===== src/rtl/core/smv_pkg.sv =====
// Shared constants, types and helpers for the sparse matrix-vector multiplier.
package smv_pkg;

    // Dimension of the dense vector and the field widths of an item.
    localparam int MAX_DIM = 4096;
    localparam int ROW_W   = 12;
    localparam int COL_W   = 12;
    localparam int DATA_W  = 32;
    localparam int FRAC_W  = 16;

    // Entries reachable by a column index; the store never needs more than that.
    localparam int VS_DEPTH = (MAX_DIM < (1 << COL_W)) ? MAX_DIM : (1 << COL_W);
    localparam int VS_AW    = (VS_DEPTH > 1) ? $clog2(VS_DEPTH) : 1;

    // Full product width and the width kept after dropping the fraction bits.
    localparam int FULL_W = 2 * DATA_W;
    localparam int PROD_W = FULL_W - FRAC_W;
    localparam int ACC_W  = PROD_W + 1;

    // Result queue geometry.
    localparam int FIFO_DEPTH = 8;
    localparam int FIFO_AW    = $clog2(FIFO_DEPTH);
    localparam int LVL_W      = FIFO_AW + 1;

    // Request type codes.
    localparam logic REQ_LOAD  = 1'b0;
    localparam logic REQ_ENTRY = 1'b1;

    // A matrix entry on its way to the multiplier.
    typedef struct packed {
        logic [ROW_W-1:0]         row;
        logic signed [DATA_W-1:0] value;
        logic                     fin;
        logic                     in_range;
    } t_entry;

    // One queue entry: an optional finished row (row rise) and an optional final row.
    typedef struct packed {
        logic                     has_a;
        logic [ROW_W-1:0]         row_a;
        logic signed [DATA_W-1:0] sum_a;
        logic                     has_b;
        logic [ROW_W-1:0]         row_b;
        logic signed [DATA_W-1:0] sum_b;
    } t_res;

    // True when a column index addresses an entry of the vector store.
    function automatic logic col_in_range(input logic [COL_W-1:0] col);
        return ({{(32 - COL_W){1'b0}}, col} < 32'(VS_DEPTH));
    endfunction

endpackage


===== src/rtl/core/smv_mac.sv =====
// Multiply stage and row accumulator with saturation and row-change detection.
module smv_mac (
    input  logic                             i_clk,
    input  logic                             i_rst_n,
    input  logic                             i_accept,
    input  smv_pkg::t_entry                  i_entry,
    input  logic [smv_pkg::DATA_W-1:0]       i_elem,
    output logic                             o_push,
    output smv_pkg::t_res                    o_res,
    output logic [1:0]                       o_inflight
);

    logic                              r_v1;
    smv_pkg::t_entry                   r_s1;
    logic                              r_v2;
    logic [smv_pkg::ROW_W-1:0]         r_row2;
    logic                              r_fin2;
    logic signed [smv_pkg::PROD_W-1:0] r_prod;
    logic [smv_pkg::ROW_W-1:0]         r_cur_row;
    logic signed [smv_pkg::DATA_W-1:0] r_sum;

    logic signed [smv_pkg::FULL_W-1:0] w_full;
    logic                              w_rise;
    logic signed [smv_pkg::DATA_W-1:0] w_base;
    logic signed [smv_pkg::ACC_W-1:0]  w_acc;
    logic signed [smv_pkg::DATA_W-1:0] w_sat;
    logic [smv_pkg::ROW_W-1:0]         w_row;

    // Exact signed product; a column outside the store contributes zero.
    assign w_full = r_s1.in_range ? ($signed(i_elem) * $signed(r_s1.value))
                                  : $signed({smv_pkg::FULL_W{1'b0}});

    // A higher row closes the current one and starts from zero.
    assign w_rise = r_v2 && (r_row2 > r_cur_row);
    assign w_base = w_rise ? '0 : r_sum;
    assign w_row  = w_rise ? r_row2 : r_cur_row;
    assign w_acc  = {{(smv_pkg::ACC_W - smv_pkg::DATA_W){w_base[smv_pkg::DATA_W-1]}}, w_base}
                  + {r_prod[smv_pkg::PROD_W-1], r_prod};

    // Saturate when the upper bits are not a pure sign extension.
    always_comb begin
        if (&w_acc[smv_pkg::ACC_W-1:smv_pkg::DATA_W-1]
                || ~|w_acc[smv_pkg::ACC_W-1:smv_pkg::DATA_W-1]) begin
            w_sat = w_acc[smv_pkg::DATA_W-1:0];
        end else if (w_acc[smv_pkg::ACC_W-1]) begin
            w_sat = {1'b1, {(smv_pkg::DATA_W - 1){1'b0}}};
        end else begin
            w_sat = {1'b0, {(smv_pkg::DATA_W - 1){1'b1}}};
        end
    end

    // Result entry: the closed row first, then the final row.
    assign o_push       = r_v2 && (w_rise || r_fin2);
    assign o_res.has_a  = w_rise;
    assign o_res.row_a  = r_cur_row;
    assign o_res.sum_a  = r_sum;
    assign o_res.has_b  = r_fin2;
    assign o_res.row_b  = w_row;
    assign o_res.sum_b  = w_sat;
    assign o_inflight   = {1'b0, r_v1} + {1'b0, r_v2};

    // Control and accumulator state.
    always_ff @(posedge i_clk) begin
        if (!i_rst_n) begin
            r_v1      <= 1'b0;
            r_v2      <= 1'b0;
            r_cur_row <= '0;
            r_sum     <= '0;
        end else begin
            r_v1 <= i_accept;
            r_v2 <= r_v1;
            if (r_v2) begin
                if (r_fin2) begin
                    r_cur_row <= '0;
                    r_sum     <= '0;
                end else begin
                    r_cur_row <= w_row;
                    r_sum     <= w_sat;
                end
            end
        end
    end

    // Payload pipeline registers.
    always_ff @(posedge i_clk) begin
        if (i_accept) begin
            r_s1 <= i_entry;
        end
        r_row2 <= r_s1.row;
        r_fin2 <= r_s1.fin;
        r_prod <= w_full[smv_pkg::FULL_W-1:smv_pkg::FRAC_W];
    end

    // The final entry leaves the accumulator cleared.
    a_final_clears: assert property (@(posedge i_clk) disable iff (!i_rst_n)
        (r_v2 && r_fin2) |=> (r_cur_row == '0 && r_sum == '0))
        else $error("accumulator not cleared after final entry");

    // A closed row is always a lower row than the one that replaces it.
    a_rise_order: assert property (@(posedge i_clk) disable iff (!i_rst_n)
        (o_push && o_res.has_a && o_res.has_b) |-> (o_res.row_a < o_res.row_b))
        else $error("row rise out of order");

endmodule


===== config.mk =====
export PLATFORM = sky130hd
export DESIGN_NAME = smv_mac
export DESIGN_NICKNAME = d
export VERILOG_FILES = /design/src/rtl/core/smv_pkg.sv /design/src/rtl/core/smv_mac.sv
export SDC_FILE = /design/constraint.sdc
export NUM_CORES = 2
export LEC_CHECK = 0
export BUFFER_PORTS_ARGS = -buffer_cell sky130_fd_sc_hd__buf_2
export CORE_MARGIN = 2
export CORE_UTILIZATION = 60
export CTS_CLUSTER_SIZE = 24
export DETAILED_ROUTE_END_ITERATION = 8
export PLACE_DENSITY = 0.81
export SYNTH_ARGS = -nofsm -noshare
export SYNTH_HDL_FRONTEND = slang
export SYNTH_SLANG_ARGS = --single-unit

===== constraint.sdc =====
create_clock -name i_clk -period 9.1 [get_ports i_clk]
set_clock_uncertainty 0.1 [all_clocks]
set_input_delay 1.365 -clock i_clk [delete_from_list [all_inputs] [get_ports i_clk]]
set_output_delay 1.365 -clock i_clk [all_outputs]
set_load 0.01 [all_outputs]

======== Yosys cells after proc, flatten, opt, wreduce, memory -nomap -nowiden ========
Index checks and enable logic that the tools add are counted.
cells by class
  muxes and demuxes ....................... 6
  order comparisons ....................... 1
  $mul .................................... 1
  add/sub/neg operators ................... 2
  reduce and logical (&&, ||, !) cells .... 7
operator list
  operator                      count
  2-to-1 mux 32 bit             4
  multiplier 32 x 32 -> 64 bit  1
  adder 32 x 48 -> 49 bit       1
  2-to-1 mux 12 bit             2
  AND reduction 18 bit          1
  OR reduction 18 bit           1
  > comparator 12 bit           1
  adder 1 x 1 -> 2 bit          1
  logical AND 1 bit             2
  logical OR 1 bit              2
  zero test 1 bit               1
storage, ports and cells
  input port bits ......................... 81
  output and inout bits ................... 93
  bits in registers ....................... 153

======== Longest topological paths before layout ========
  depth after elaboration ................. 9
  mapped depth ............................ 31
  mapped depth without buffers ............ 30

======== Worst setup path after synthesis ========
OpenSTA, ideal clock, no wires.
  kind .................................... input port to flip-flop
  start point ............................. in i_elem[31] (netlist name)
  end point ............................... reg r_prod[46] (netlist name)
  arrival time ............................ 8.849 ns
  stages on the path ...................... 29
  slack ................................... 0.036 ns
  path buffers ............................ 1
  required time ........................... 8.885 ns
  library setup time ...................... 0.115 ns
  cell sequence ........................... clkbuf_1 nand2_1 inv_1 fa_1 fa_1 fa_1 fa_1 inv_1 fa_1 inv_1 fa_1 inv_1 fa_1 inv_1 fa_1 ha_1 a21oi_1 nor2b_1 o21ai_0 nand2b_1 a21o_1 a21o_1 a21o_1 a21o_1 a31o_2 a21o_1 a21oi_1 xnor2_1 and2_1
on the way
  word-level cells in the longest chain between the ends .. 1
RTL lines
  item                          RTL line       text
  from (decl)                   smv_mac.sv:7   input logic [smv_pkg::DATA_W-1:0] i_elem,
  multiplier 32 x 32 -> 64 bit  smv_mac.sv:30  assign w_full = r_s1.in_range ? ($signed(i_elem) * $signed(r_s1.value))
  to (signal assigned)          smv_mac.sv:91  r_prod <= w_full[smv_pkg::FULL_W-1:smv_pkg::FRAC_W];
  to (decl)                     smv_mac.sv:18  logic signed [smv_pkg::PROD_W-1:0] r_prod;
Every way passes these cells.
A chain may end at the register's enable or synchronous reset.

======== Worst setup path after layout ========
  start point ............................. in i_elem[17] (netlist name)
  end point ............................... reg r_prod[47] (netlist name)
Same word-level chain as after synthesis.

==> reports/qor.txt <==
outcome = finished clean
clk buf depth = 2
wire length on met3 = 15,200 um
minimum clock period = 8.80 ns
vias per inst = 5.59
Post-CTS Setup Inserts = 0
routed vias = 31,889
ANT nets after route = 0
Nets = 6,135
placed insts = 5,662
Rows = 98
# port buffers = 173
final-report setup violation count = 0
Critical Path End Type = flip-flop
final core utilization = 65.3%
mean area per synthesized cell = 9.43 sq um
Finished Layout Cells = 5,701
slowest stage cell, crit path = fa_1
Top Metal Used = met5
Initial Util = 60.7%
Mapped Area = 0.0434 sq mm
top-level I/O count = 174
final WL = 114,000 um
final cycle utilization of the critical path = 96.7%
max-slew violation count = 0
relative slew slack = 18.4%
asr flop ratio synth = 0%
Post-synth top cells = 1,082 x fa_1, 966 x inv_1, 589 x nand2_1
Tightest Pin Transition = 1.22 ns
Die X = 273 um
Clock Pin Slew Worst Setup and Hold Paths = 0.07 ns
cts hold-fix bufs = 0
first-pass GRT wire length = 185,000 um
Total GRT Usage = 32.4%
vias in the first global route = 34,131
top-area cell type share of the netlist area = 49.9%
TritonCTS clock tree = done
initial antenna violation count = 11
Place WS = -0.345 ns
Design Area, Final = 0.0467 sq mm
CTS-repair resized insts = 0
share of post-route cells with drive strength above 1 = 8.64%
most area-consuming cells after synthesis = fa_1 50%, inv_1 8.4%, and2_1 8.0%, ha_1 7.0%, nand2_1 5.1%
WL/cell = 20.0 um
pin count of the biggest net entering global routing = 64
Overflow after GRT = 0
gpl congestion = 0.958
most used cell, CP = fa_1
Synth cell types = 68
setup ws final = 0.300 ns
Yosys warning total = 0
# H-tree levels = 4
die area = 0.0744 sq mm
maximum net fanout on the critical path = 18
met2 wire length = 49,500 um
Top FF cell, synth = dfxtp_1
1st-pass router iterations = 5
clk sinks = 153
core area = 0.0715 sq mm
fmax = 0.114 GHz
cell count after synthesis = 4,598
max cap viols = 0
Inserted Clock Buffers = 17
EDFF count, synth = 46
DR DRC count = 0
latest clock arrival within the worst-skew pair = 0.50 ns
cell taking the most area after synthesis = fa_1
#FFs+latches synth = 153
placed inst area = 0.0460 sq mm
slowest stage delay, CP = 0.59 ns
WS Path Type = in2reg
Hold Crit Class = reg2reg
Root Driver = clkbuf_16
CP arrival = 9.09 ns
crit start category = input pin
post-synthesis sequential area ratio = 8.12%
synth-to-layout area growth = 7.62%
final hold violation count = 0
die height = 273 um
count leader, synth = fa_1
syn_nets = 6,002
M1 WL = 45,600 um
dpl hpwl = 97,100 um
Iteration-0 DRC Markers = 2,693
Critical Path RT = 9.39 ns
-- layout by cell type (no fill, tap or decap), types with 7 or more instances in the layout --
| master | synthesis | routed |
|---|---|---|
| o211ai_1 | 12 | 12 |
| clkbuf_16 | 0 | 19 |
| buf_2 | 17 | 171 |
| buf_4 | 2 | 172 |
| nand4_1 | 20 | 20 |
| xnor2_1 | 57 | 57 |
| fa_1 | 1082 | 1082 |
| o21a_1 | 14 | 14 |
| o21ai_1 | 6 | 7 |
| diode_2 | 0 | 7 |
| nor2_1 | 89 | 88 |
| nor3_1 | 22 | 21 |
| and4_1 | 7 | 7 |
| a21o_1 | 51 | 51 |
| and2_1 | 555 | 555 |
| nand2b_1 | 22 | 22 |
| dfxtp_1 | 107 | 107 |
| inv_1 | 966 | 966 |
| o311ai_0 | 11 | 11 |
| nand2_1 | 589 | 588 |
| a21oi_1 | 91 | 91 |
| a211oi_1 | 13 | 13 |
| nor4_1 | 8 | 8 |
| buf_12 | 0 | 13 |
| o21bai_1 | 13 | 13 |
| and3_1 | 10 | 10 |
| nor2b_1 | 52 | 52 |
| a2bb2oi_1 | 11 | 11 |
| ha_1 | 241 | 241 |
| nand3_1 | 39 | 38 |
| o21ai_0 | 89 | 88 |
| xor2_1 | 36 | 36 |
| or3_1 | 18 | 18 |
| edfxtp_1 | 46 | 46 |
-- layout make-up --
type	instances	area (sq um)
tap	950	1190
multi-input combinational	3235	35300
inverter	966	3630
sequential	153	3520
antenna	7	17.5
clock buffer	20	479
timing repair buffer	358	2420
fill	5403	24800
clock inverter	12	120
-- cell families (layout without fill, tap and decap cells) --
family	after synthesis	count (layout)	synth area share [%]
and+or+nand+nor	1450	1450	17.0
xor gates and xnor gates	93	93	1.88
adders and majority gates	1323	1323	56.9
AOI/OAI and AO/OA	365	365	5.46
other	0	7	0
muxes	4	4	0.0981
buffers and inverters	1210	1356	10.6
DFF	153	153	8.12
-- state kept, by name, indices dropped and copies added, names as in the netlist --
register and cells:
r_v2 1, r_sum 32, r_s1 46, r_prod 48
r_cur_row 12, r_fin2 1, r_v1 1, r_row2 12
-- through the flow --
| step | hold WS, ns | setup TNS, ns |
|---|---|---|
| finish | 0.241 | 0 |
| global placement | 0.224 | -0.850 |
| CTS | 0.241 | 0 |
| detailed placement | 0.227 | -1.99 |
| global route | 0.239 | -0.0523 |
| floorplan | 0.223 | 0 |
-- final timing paths --
path | from | to | slack, ns | depth (start not counted)
setup reg to reg | r_s1[9] | r_prod[47] | 0.39 | 29
setup / recovery | i_elem[17] | r_prod[47] | 0.30 | 27
hold reg to reg | r_s1[35] | r_row2[1] | 0.24 | 0
hold / removal | r_s1[35] | r_row2[1] | 0.24 | 0
-- metal layers --
layer  global-route usage, %  vias to the layer above
met4                    9.57                       12
li1                        -                    13925
met5                    1.16                        -
met1                    44.6                    16093
met3                    11.3                      221
met2                    48.7                     1638
-- worst max-delay path: cells and delay by family --
kind                       cells  cell delay [ns]
AOI/OAI and AO/OA              7             1.65
xor gates and xnor gates       1             0.13
buffers and inverters          4             0.76
adders and majority gates      9             4.34
and+or+nand+nor                6             0.83
Power is not shown: default switching activity piles up to over one toggle a cycle in this logic, so the estimate is an artifact.
